[config.mk]
export PLATFORM = sky130hd
export DESIGN_NAME = bni_load
export DESIGN_NICKNAME = d
export VERILOG_FILES = /design/src/rtl/core/bni_pkg.sv /design/src/rtl/core/bni_load.sv
export SDC_FILE = /design/constraint.sdc
export NUM_CORES = 1
export LEC_CHECK = 0
export ABC_AREA = 0
export BUFFER_PORTS_ARGS = -buffer_cell sky130_fd_sc_hd__buf_2
export CORE_MARGIN = 4
export CORE_UTILIZATION = 30
export CTS_CLUSTER_SIZE = 14
export DETAILED_ROUTE_END_ITERATION = 7
export GPL_ROUTABILITY_DRIVEN = 0
export PLACE_DENSITY = 0.51
export RECOVER_POWER = 50
export SLEW_MARGIN = 20
export SYNTH_ARGS = -nofsm -noshare
export SYNTH_HDL_FRONTEND = slang
export SYNTH_SLANG_ARGS = --single-unit
[constraint.sdc]
create_clock -name clk_i -period 8 [get_ports clk_i]
set_input_delay 1.6 -clock clk_i [delete_from_list [all_inputs] [get_ports clk_i]]
set_output_delay 1.6 -clock clk_i [all_outputs]
set_load 0.01 [all_outputs]
[src/rtl/core/bni_pkg.sv]
// Shared types and constants for the batch normalization block.
// Used by the parameter load unit and the top level; no dependencies.
`default_nettype none
package bni_pkg;
  localparam int Channels = 64;
  localparam int ChW = 6;
  localparam int EntryW = 64;  // mean 16, scale 32, shift 16

  localparam logic [1:0] RegEpsilon = 2'd0;
  localparam logic [1:0] RegUseGamma = 2'd1;
  localparam logic [1:0] RegUseBeta = 2'd2;

  localparam logic OpLoad = 1'b0;
  localparam logic OpSample = 1'b1;

  typedef struct packed {
    logic              we;
    logic [ChW-1:0]    addr;
    logic [EntryW-1:0] data;
  } tbl_wr_t;
endpackage
`default_nettype wire

[src/rtl/core/bni_load.sv]
// Channel parameter load unit: square root and division, one bit per cycle,
// producing the Q16.16 scale. Depends on bni_pkg.
`default_nettype none
module bni_load import bni_pkg::*; (
  input  wire logic              clk_i,
  input  wire logic              rst_ni,
  input  wire logic              start_i,
  input  wire logic [ChW-1:0]    channel_i,
  input  wire logic [15:0]       mean_i,
  input  wire logic [15:0]       variance_i,
  input  wire logic [15:0]       gamma_i,
  input  wire logic [15:0]       beta_i,
  input  wire logic [15:0]       epsilon_i,
  input  wire logic              use_gamma_i,
  input  wire logic              use_beta_i,
  output logic                   busy_o,
  output tbl_wr_t                wr_o
);
  localparam logic [1:0] StIdle = 2'd0;
  localparam logic [1:0] StSqrt = 2'd1;
  localparam logic [1:0] StDiv = 2'd2;
  localparam logic [1:0] StWrite = 2'd3;

  logic [1:0]     state_q, state_d;
  logic [5:0]     cnt_q, cnt_d;
  logic [57:0]    sh_q, sh_d;
  logic [30:0]    rem_q, rem_d;
  logic [28:0]    root_q, root_d;
  logic [48:0]    dvd_q, dvd_d;
  logic [28:0]    drem_q, drem_d;
  logic [15:0]    mag_q, mag_d;
  logic           neg_q, neg_d;
  logic [ChW-1:0] ch_q, ch_d;
  logic [15:0]    mean_q, mean_d;
  logic [15:0]    beta_q, beta_d;

  logic [15:0] eps;
  logic [16:0] s;
  logic [15:0] g;
  logic [31:0] stmp, trial, sdiff;
  logic [29:0] dtmp;
  logic [31:0] scale;

  always_comb begin
    eps = (epsilon_i == 16'd0) ? 16'd1 : epsilon_i;
    s = {1'b0, variance_i} + {1'b0, eps};
    g = use_gamma_i ? gamma_i : 16'd256;
    stmp = {rem_q[29:0], sh_q[57:56]};
    trial = {1'b0, root_q, 2'b01};
    sdiff = stmp - trial;
    dtmp = {drem_q, dvd_q[48]};
    if (neg_q) begin
      scale = (dvd_q > 49'h0_8000_0000) ? 32'h8000_0000 : (~dvd_q[31:0] + 32'd1);
    end else begin
      scale = (dvd_q > 49'h0_7FFF_FFFF) ? 32'h7FFF_FFFF : dvd_q[31:0];
    end
  end

  always_comb begin
    state_d = state_q;
    cnt_d = cnt_q;
    sh_d = sh_q;
    rem_d = rem_q;
    root_d = root_q;
    dvd_d = dvd_q;
    drem_d = drem_q;
    mag_d = mag_q;
    neg_d = neg_q;
    ch_d = ch_q;
    mean_d = mean_q;
    beta_d = beta_q;
    case (state_q)
      StIdle: begin
        if (start_i) begin
          state_d = StSqrt;
          cnt_d = 6'd0;
          sh_d = {1'b0, s, 8'd0, 32'd0};
          rem_d = '0;
          root_d = '0;
          neg_d = g[15];
          mag_d = g[15] ? (~g + 16'd1) : g;
          ch_d = channel_i;
          mean_d = mean_i;
          beta_d = use_beta_i ? beta_i : 16'd0;
        end
      end
      StSqrt: begin
        sh_d = {sh_q[55:0], 2'b00};
        if (stmp >= trial) begin
          rem_d = sdiff[30:0];
          root_d = {root_q[27:0], 1'b1};
        end else begin
          rem_d = stmp[30:0];
          root_d = {root_q[27:0], 1'b0};
        end
        cnt_d = cnt_q + 6'd1;
        if (cnt_q == 6'd28) begin
          state_d = StDiv;
          cnt_d = 6'd0;
          drem_d = '0;
          // Adding half the divisor rounds the quotient to nearest.
          dvd_d = {1'b0, mag_q, 32'd0} + {21'd0, root_d[28:1]};
        end
      end
      StDiv: begin
        if (dtmp >= {1'b0, root_q}) begin
          drem_d = 29'(dtmp - {1'b0, root_q});
          dvd_d = {dvd_q[47:0], 1'b1};
        end else begin
          drem_d = dtmp[28:0];
          dvd_d = {dvd_q[47:0], 1'b0};
        end
        cnt_d = cnt_q + 6'd1;
        if (cnt_q == 6'd48) begin
          state_d = StWrite;
        end
      end
      StWrite: begin
        state_d = StIdle;
      end
      default: begin
        state_d = StIdle;
      end
    endcase
  end

  always_ff @(posedge clk_i or negedge rst_ni) begin
    if (!rst_ni) begin
      state_q <= StIdle;
      cnt_q <= '0;
    end else begin
      state_q <= state_d;
      cnt_q <= cnt_d;
    end
  end

  always_ff @(posedge clk_i) begin
    sh_q <= sh_d;
    rem_q <= rem_d;
    root_q <= root_d;
    dvd_q <= dvd_d;
    drem_q <= drem_d;
    mag_q <= mag_d;
    neg_q <= neg_d;
    ch_q <= ch_d;
    mean_q <= mean_d;
    beta_q <= beta_d;
  end

  assign busy_o = (state_q != StIdle);
  assign wr_o.we = (state_q == StWrite) && ({1'b0, ch_q} < (ChW + 1)'(Channels));
  assign wr_o.addr = ch_q;
  assign wr_o.data = {mean_q, scale, beta_q};
endmodule
`default_nettype wire

==> results of run 1 <==
-- layer usage --
layer / up-vias / GRT usage / part of all wire
li1: 5425 / - / -
met1: 5158 / 0.192 / 0.48
met2: 212 / 0.218 / 0.46
met3: 42 / 0.0204 / 0.045
met4: 0 / 0.0334 / 0.018
met5: - / 0 / 0
-- flip-flops by register name, indices dropped and copies added (netlist names), 16 cells and up --
| name | count |
|---|---|
| drem_q | 29 |
| rem_q | 30 |
| mean_q | 16 |
| beta_q | 16 |
| mag_q | 16 |
| dvd_q | 49 |
| root_q | 29 |
| sh_q | 18 |
-- per-stage QoR --
stage	utilization	cell area, um2
3_5_place_dp	0.337	15400
4_1_cts	0.354	16200
5_1_grt	0.352	16100
6_report	0.352	16100
2_1_floorplan	-	14000
3_3_place_gp	0.337	15400
-- synth_stat cells (all sizes together), types with 7 or more instances --
master  count
nand2     122
a211oi     14
nand3      31
nor2b      13
and2       37
a21o       39
edfxtp    210
and3       14
o311ai     25
inv        69
o21ai     116
o31ai      15
xnor2      50
o21a        8
mux2i      42
clkbuf     52
xor2       23
or2         7
ha         86
nand2b     19
a21oi      62
nor3       26
nor2      123
buf        14
nand4      19
or3        28
a31oi       7
nor4       15
dfrtp       8
mux2       18
-- power by group through the flow --
stage / Sequential, mW / Combinational (mW) / Clock (mW)
after global routing: 1.24 / 0.124 / 1.22
after detailed placement: 1.27 / 0.108 / 0
after CTS: 1.24 / 0.109 / 1.17
final: 1.24 / 0.107 / 1.12
after floorplan: 1.27 / 0.0706 / 0
after global placement: 1.27 / 0.107 / 0
-- cell families (layout without fill, tap and decap cells) --
logic type / count (synthesis) / after routing / synth area share
and+or+nand+nor: 479 / 479 / 0.174
AOI/OAI and AO/OA: 338 / 338 / 0.156
DFF: 218 / 218 / 0.464
buffers and inverters: 135 / 286 / 0.0370
adders and majority gates: 88 / 88 / 0.0795
xor gates and xnor gates: 73 / 73 / 0.0456
muxes: 60 / 60 / 0.0444
other: 0 / 1 / 0
-- cell type report --
class	instances	area, um2
inverters	69	260
multi-input cells	1038	7020
repair buffers	168	790
clock inverters	16	101
fillers	4617	29600
well taps	600	751
flip-flops and latches	218	6510
clock buffers	33	698
diodes	1	2.50
-- path summary, 6_finish.rpt --
check / from / endpoint / cells past startpoint
worst min register to register: cnt_q[5]$_DFFE_PN0P_ / cnt_q[5]$_DFFE_PN0P_ / 1
worst min-delay path: cnt_q[5]$_DFFE_PN0P_ / cnt_q[5]$_DFFE_PN0P_ / 1
worst max register to register: state_q[0]$_DFFE_PN0P_ / dvd_q[9]$_DFFE_PP_ / 6
min in group asynchronous: rst_ni / state_q[1]$_DFFE_PN0P_ / 1
worst max-delay path: start_i / rem_q[24]$_SDFFCE_PN0P_ / 4
max in group asynchronous: rst_ni / cnt_q[2]$_DFFE_PN0P_ / 1
==> metrics, run 1 <==
Worst Path Arrival=about 6.4 ns; layout cells sized above 1=0.129; Yosys reg bits=218; 1st-pass router iterations=4; Slew HR=-1.24; clk_lat worst skew=roughly 0.55 ns; Main synth FF type=edfxtp_1; vias per std cell=about 5.1; Mapped Cells=roughly 1400; final hold viol count=0; DRT iter0 DRCs=around 800; nets@finish=1701; chip width=approximately 220 um; Post-CTS Hold Buffers=0; CP dominant cell by count=clkbuf_1; Max Fclk=about 0.16 GHz; I/O pins=163; combinational power share=0.043; ys async rst share=0.0367; Yosys Warn Count=0; critical-path cell list=clkbuf_1 > and2_2 > clkbuf_1 > a21o_1; clock sink count=around 220; Post-Syn Area=roughly 0.014 mm2; Syn-to-layout area delta=14.9%; WL final=about 36000 um; DIE AREA=0.0503 mm2; Power, Total=2.47 mW; Mapped Avg Cell Area=about 10 um2; switching power=~0.53 mW; H-tree depth=1; most frequent cells in the layout=210 x edfxtp_1, 123 x nor2_1, 122 x nand2_1; # resized after CTS=0; min Tclk post-route=roughly 6.3 ns; number of flops mapped to enable cells by yosys=210; Clk pwr share=0.454; Tcrit/Tclk final=0.787; total track usage=0.135; critical path class=input port to register; die height=between 200 and 250 um; status=finished, violations left; vias in the first global route=around 11000; Starting Density=0.307; post-synth top area share=0.449; worst vdd ir=approximately 0.00014 V; Hold Crit Class=register to register; detailed placement HPWL=about 25000 um; global-route wire length before repair=around 56000 um; top cells by area, synth=edfxtp_1 45%, ha_1 7.7%, o21ai_0 4.0%; placed cells=2093; CP max FO=77; initial antenna violation count=1; non-filler cells, final=approximately 2100; part of the Yosys area used for sequential elements=0.464; Critical Path Sink Type=register; Setup WS post-layout=1.70 ns; post-CTS setup buffer count=0; Routed Antenna Nets=0; number of max-cap violations=5; critical path's slowest cell=a21o_1; Worst-path clk slew=roughly 0.050 ns; P_leak=between 6 and 7 nW; total DRC errors in the routed layout=0; dpl ws=roughly 2.4 ns; CTS tree=done; commonest non-fill, non-tap cell in the layout=edfxtp_1; pwr dens=around 150 mW/mm2; FP Rows=~80; Slew @ Worst Pin=3.36 ns; sequential power share=0.503; core area=0.0458 mm2; Port-buffer cells=approximately 160; Yosys cell types=77; slowest cell delay on critical path=2.28 ns; # setup viols final=0; final setup TNS=0 ns; Avg WL per Cell=around 17 um; max-slew violation count=~320; WHS=around 0.51 ns; Root Driver=clkbuf_16; P_int=about 2 mW; via count=10800; Worst R2R Setup Slack=1.71 ns; Synth area leader=edfxtp_1; total gr overflow=0; CTS buffer count=27; Startpoint Class=input port; Net Sw Frac=0.214; largest net degree at the start of global routing=83; Worst EP required=8.08 ns; CP delay by family, top=compound AO/OA/AOI/OAI gates; Longest Clk Path Bufs=3; clk_skew=just over 0.009 ns; failing checks=capacitance limit, slew limit; RSZ-0062 raised after global routing=false; syn nets=roughly 1600; buffers and inverters on the worst path=2
Note: power is estimated with default switching activity, not from simulation.
==> run 2, diff against run 1 <==
Settings changed: ABC_AREA 0 to 1, PLACE_DENSITY 0.51 to 0.52.
Clock period 8 ns to 5.5 ns, I/O delays scaled along.
==> metrics, run 2 <==
Worst-path clk slew=0.06 ns (about the same); syn nets=2538 (+62%); largest net degree at the start of global routing=101 (+22%); vias per std cell=4.54 (-10%); Yosys reg bits=218 (unchanged); worst vdd ir=0.000518 V (+260%); H-tree depth=1 (unchanged); ys async rst share=0.0367 (unchanged); Avg WL per Cell=14.6 um (-12%); part of the Yosys area used for sequential elements=0.391 (-0.0731); max-slew violation count=134 (-58%); Syn-to-layout area delta=13.8%; commonest non-fill, non-tap cell in the layout=nand2_1; Worst EP required=4.40 ns (-3.68 ns); initial antenna violation count=3 (+2); R2R Path Start=state_q[1]$_DFFE_PN0P_; Longest Clk Path Bufs=3 (unchanged); Routed Antenna Nets=0 (unchanged); Startpoint Class=register; Post-Syn Area=0.0167 mm2 (+19%); Hold Crit Class=input port to async pin; global-route wire length before repair=76700 um (+36%); critical path class=register to output pin; nets@finish=2672 (+57%); number of flops mapped to enable cells by yosys=210 (unchanged); P_leak=9.34 nW (+40%); most frequent cells in the layout=826 x nand2_1, 400 x inv_1, 242 x nor2_1; 1st-pass router iterations=5 (+1); WL final=47800 um (+35%); Yosys cell types=59 (-23%); Port-buffer cells=162 (unchanged); Synth area leader=edfxtp_1; I/O pins=163 (unchanged); Root Driver=clkbuf_16; post-synth top area share=0.379 (-0.0708); total track usage=0.157 (+0.0219); total gr overflow=0 (unchanged); Slew @ Worst Pin=2.30 ns (-1.06 ns); CTS tree=done; Slew HR=-0.539 (+0.700); # setup viols final=0 (unchanged); # resized after CTS=0 (unchanged); Tcrit/Tclk final=0.759; RSZ-0062 raised after global routing=false; vias in the first global route=14200 (+35%); Largest register FFs=49 (unchanged); Main synth FF type=edfxtp_1; Mapped Cells=2359 (+70%); Critical Path Sink Type=output pin; chip width=244 um (+8.6%); clock sink count=218 (unchanged); via count=14800 (+37%); most instantiated cells after synthesis=826 x nand2_1, 401 x inv_1, 242 x nor2_1, 210 x edfxtp_1, 148 x nand3_1; number of max-cap violations=2 (-3); clk_lat worst skew=0.56 ns (about the same); status=finished, violations left; pwr dens=718 mW/mm2 (+370%); clk_skew=0.0122 ns (+0.00294 ns); Yosys Warn Count=0 (unchanged); top cells by area, synth=edfxtp_1 38%, nand2_1 19%, inv_1 9.0%; FP Rows=86 (+10%); final hold viol count=0 (unchanged); final setup TNS=0 ns (unchanged); CP max FO=24 (-69%); Fillers=5924 (+28%); Reg2Reg Depth=4 (-2); die height=244 um (+8.6%); layout cells sized above 1=0.0931 (-0.0359); post-CTS setup buffer count=0 (unchanged); CTS buffer count=26 (-3.7%); Worst Path Arrival=3.08 ns (-3.30 ns); largest reg by FF count=dvd_q; largest registers=dvd_q: 49 flops, rem_q: 30 flops; crit path from=dvd_q[0]$_DFFE_PP_; Max Fclk=0.239 GHz; detailed placement HPWL=37000 um (+48%); Starting Density=0.303 (-0.00361); most common cell in the netlist=nand2_1; DIE AREA=0.0594 mm2 (+18%); DRT iter0 DRCs=1085 (+33%); min Tclk post-route=4.18 ns; Power, Total=13.6 mW (+450%); failing checks=capacitance limit, slew limit; Mapped Avg Cell Area=7.06 um2 (-30%); total DRC errors in the routed layout=0 (unchanged); core area=0.0550 mm2 (+20%); Post-CTS Hold Buffers=0 (unchanged)
-- run 2: final cells by class --
| type | instances | area (um2) | share of cell area |
|---|---|---|---|
| antenna | 3 | 7.51 | 0.000396 |
| multi-input combinational | 1668 | 8290 | 0.438 |
| timing repair buffer | 169 | 808 | 0.0427 |
| inverter | 410 | 1550 | 0.0815 |
| sequential | 218 | 6510 | 0.343 |
| tap | 748 | 936 | 0.0494 |
| clock inverter | 15 | 168 | 0.00885 |
| clock buffer | 33 | 687 | 0.0362 |
-- run 2: layer usage --
layer,vias to the layer above,wire length [um],global-route usage
met3,66,2080,0.0220
met4,0,1110,0.0429
met2,267,21500,0.254
met5,-,0,0
li1,7694,-,-
met1,6794,23100,0.221
-- run 2: cells by family (layout without fill, tap and decap cells) --
logic type               after synthesis  after routing  synth area share
AO/OA/AOI/OAI                        167            167            0.0553
XOR/XNOR                              57             57            0.0300
adder cells (fa/ha/maj)               88             88            0.0670
buffers and inverters                473            627             0.113
flip-flops                           218            218             0.391
multiplexers                           2              2           0.00120
other                                  0              3                 0
AND/OR/NAND/NOR                     1354           1354             0.343
-- run 2: worst paths after layout --
kind                                     endpoint  slack (ns)
max                                      wr_o[24]        1.32
min reg2reg                   dvd_q[42]$_DFFE_PP_        0.51
max in group asynchronous    cnt_q[5]$_DFFE_PN0P_        4.71
min in group clk_i            dvd_q[42]$_DFFE_PP_        0.51
min                        state_q[0]$_DFFE_PN0P_        0.47
max reg2reg                   mag_q[11]$_DFFE_PP_        1.82
-- run 2: through the flow --
step | std cells | util | hold WS [ns] | worst slack [ns] | instance area (um2)
final | 3264 | 0.345 | 0.468 | 1.32 | 18900
after global routing | 3264 | 0.345 | 0.498 | 1.11 | 18900
after CTS | 3261 | 0.346 | 0.360 | 1.30 | 19000
after detailed placement | 3213 | 0.330 | 0.494 | 1.87 | 18200
after global placement | 3213 | 0.330 | 0.496 | 1.89 | 18200
after floorplan | 2359 | - | 0.481 | 0.329 | 16700
-- run 2: critical path, cell delays in order (launching register included) --
cell	delay [ns]
edfxtp_1	0.56
inv_1	0.19
ha_1	0.22
inv_1	0.05
nor2_1	0.19
nand3_1	0.14
nor2_2	0.19
nand2_1	0.10
nor2_1	0.15
nand2_2	0.11
nand2_4	0.25
nand3_1	0.12
nand3_1	0.09
buf_2	0.16
-- run 2: where the power goes --
part	switching, mW	total, mW	internal (mW)
Clock	0.727	1.75	1.03
Combinational	5.61	8.22	2.60
Sequential	0.592	3.62	3.03
Total	6.93	13.6	6.66
==> run 3, diff against run 2 <==
Clock period 5.5 ns to 3.3 ns, I/O delays scaled along.
==> metrics, run 3 (synthesis results as in run 2) <==
Slew @ Worst Pin=1.74 ns (-0.561 ns); Longest Clk Path Bufs=3 (unchanged); largest reg by FF count=dvd_q; switching power=11.6 mW (+68%); Startpoint Class=register; number of max-cap violations=1 (-1); Multi-input gate area=0.00842 mm2 (+1.5%); Worst-path clk slew=0.06 ns (about the same); nets@finish=2719 (+1.8%); core area=0.0550 mm2 (unchanged); most frequent cells in the layout=823 x nand2_1, 398 x inv_1, 236 x nor2_1; worst vdd ir=0.000664 V (+28%); P_leak=9.63 nW (+3.1%); CTS buffer count=27 (+3.8%); ANT cells=0 (-3); DIE AREA=0.0594 mm2 (unchanged); sequential power share=0.258 (-0.009); global-route wire length before repair=77300 um (+0.77%); Slew HR=-0.157 (+0.383); failing checks=capacitance limit, slew limit; # setup viols final=0 (unchanged); detailed placement HPWL=37400 um (+1.2%); via count=15100 (+2.0%); H-tree depth=1 (unchanged); pwr dens=1190 mW/mm2 (+65%); register area=0.00651 mm2 (unchanged); layout cells sized above 1=0.116 (+0.0225); vias per std cell=4.57 (+0.60%); commonest non-fill, non-tap cell in the layout=nand2_1; R2R Path Start=state_q[0]$_DFFE_PN0P_; final setup TNS=0 ns (unchanged); Root Driver=clkbuf_16; WHS=0.266 ns (-0.203 ns); Clk pwr share=0.132 (+0.003); Worst EP required=2.64 ns (-1.76 ns); 1st-pass router iterations=5 (unchanged); Port-buffer cells=162 (unchanged); clk_lat worst skew=0.57 ns (about the same); combinational power share=0.610 (+0.006); WL final=48300 um (+1.1%); final hold viol count=0 (unchanged); largest registers=dvd_q: 49 flops, rem_q: 30 flops; Syn-to-layout area delta=16.9%; P_int=11.5 mW (+72%); Tcrit/Tclk final=0.998; crit path from=dvd_q[31]$_SDFFCE_PN0P_; total gr overflow=0 (unchanged); RSZ-0062 raised after global routing=true; vias in the first global route=14400 (+1.2%); post-layout util=0.354 (+0.00967); Max Fclk=0.304 GHz; total DRC errors in the routed layout=0 (unchanged); Largest register FFs=49 (unchanged); Worst Path Arrival=2.63 ns (-0.45 ns); largest net degree at the start of global routing=82 (-19%); I/O pins=163 (unchanged); Hold Crit Class=input port to register; Critical Path Sink Type=output pin; max-slew violation count=82 (-39%); Net Sw Frac=0.503 (-0.00671); hold path startpoint=mean_i[15]; clock sink count=218 (unchanged); initial antenna violation count=0 (-3); DRT iter0 DRCs=957 (-12%); critical path class=register to output pin; FP Rows=86 (unchanged); min Tclk post-route=3.29 ns; Fillers=5907 (-0.29%); die height=244 um (unchanged); Power, Total=23.1 mW (+70%); total track usage=0.158 (+0.000484); Avg WL per Cell=14.6 um (-0.23%); CP max FO=8 (-67%); Routed Antenna Nets=0 (unchanged); status=finished, violations left; Starting Density=0.303 (unchanged); CTS tree=done; clk_skew=0.0108 ns (-0.00146 ns); chip width=244 um (unchanged)
[run 3: changes by cell type in the layout (fill, tap and decap cells not counted), sizes merged]
cell,before,now
nand3,154,155
inv,408,409
dlygate4sd3,0,1
bufinv,3,2
diode,3,0
clkbuf,76,86
clkinv,13,10
buf,126,165
[run 3: layer usage]
layer / global-route usage / routed length [um] / share of wire
met1: 0.219 / 23000 / 0.48
met5: 0 / 0 / 0
met2: 0.265 / 22300 / 0.46
met4: 0.0307 / 787 / 0.016
met3: 0.0198 / 2230 / 0.046
[run 3: worst max-delay path: stages, from the launching register on]
cell	delay [ns]
edfxtp_1	0.46
inv_1	0.14
nor4_1	0.42
nand3_1	0.16
nor2_2	0.15
nand2_2	0.12
a21oi_4	0.30
nand2_1	0.10
nand2_1	0.09
buf_2	0.13
[run 3: power by group through the flow]
stage,logic (mW),registers (mW),clock network [mW]
after floorplan,10.5,5.68,0
after global placement,13.8,5.96,0
after detailed placement,13.9,5.97,0
after CTS,14.0,5.95,3.14
after global routing,16.1,6.09,3.24
final,14.1,5.96,3.05
[run 3: per-stage QoR]
| stage | cells | worst slack [ns] | cell area (um2) |
|---|---|---|---|
| floorplan | 2359 | 0.254 | 16700 |
| global placement | 3224 | 0.194 | 18300 |
| detailed placement | 3224 | 0.180 | 18300 |
| finish | 3309 | 0.00575 | 19500 |
| CTS | 3284 | -0.0434 | 19300 |
| global route | 3309 | -0.0907 | 19500 |
[run 3: cell type report]
type | count | area share
multi-input combinational | 1669 | 0.432
sequential | 218 | 0.334
inverter | 410 | 0.0793
timing repair buffer | 214 | 0.0593
tap | 748 | 0.0480
clock buffer | 38 | 0.0404
clock inverter | 12 | 0.00694
[run 3: worst paths after layout]
path                                      endpoint  depth (start not counted)  slack (ns)
max in group asynchronous     cnt_q[2]$_DFFE_PN0P_                          2        2.39
min in group asynchronous   state_q[0]$_DFFE_PN0P_                          2        0.57
setup reg to reg           drem_q[5]$_SDFFCE_PN0P_                          5        0.42
setup / recovery                          wr_o[17]                          9       0.006
hold reg to reg                dvd_q[37]$_DFFE_PP_                          2        0.51
hold / removal                mean_q[15]$_DFFE_PP_                          1        0.27
[run 3: repair_timing]
| action | in CTS | in global routing |
|---|---|---|
| cloned | 1 | 0 |
| endpoints found under the setup margin | 32 | 32 |
| pin swaps | 7 | 11 |
| resized for setup | 19 | 13 |
| hold buffers | 1 | 0 |
| endpoints found under the hold margin | 8 | 0 |
| setup buffers | 8 | 25 |
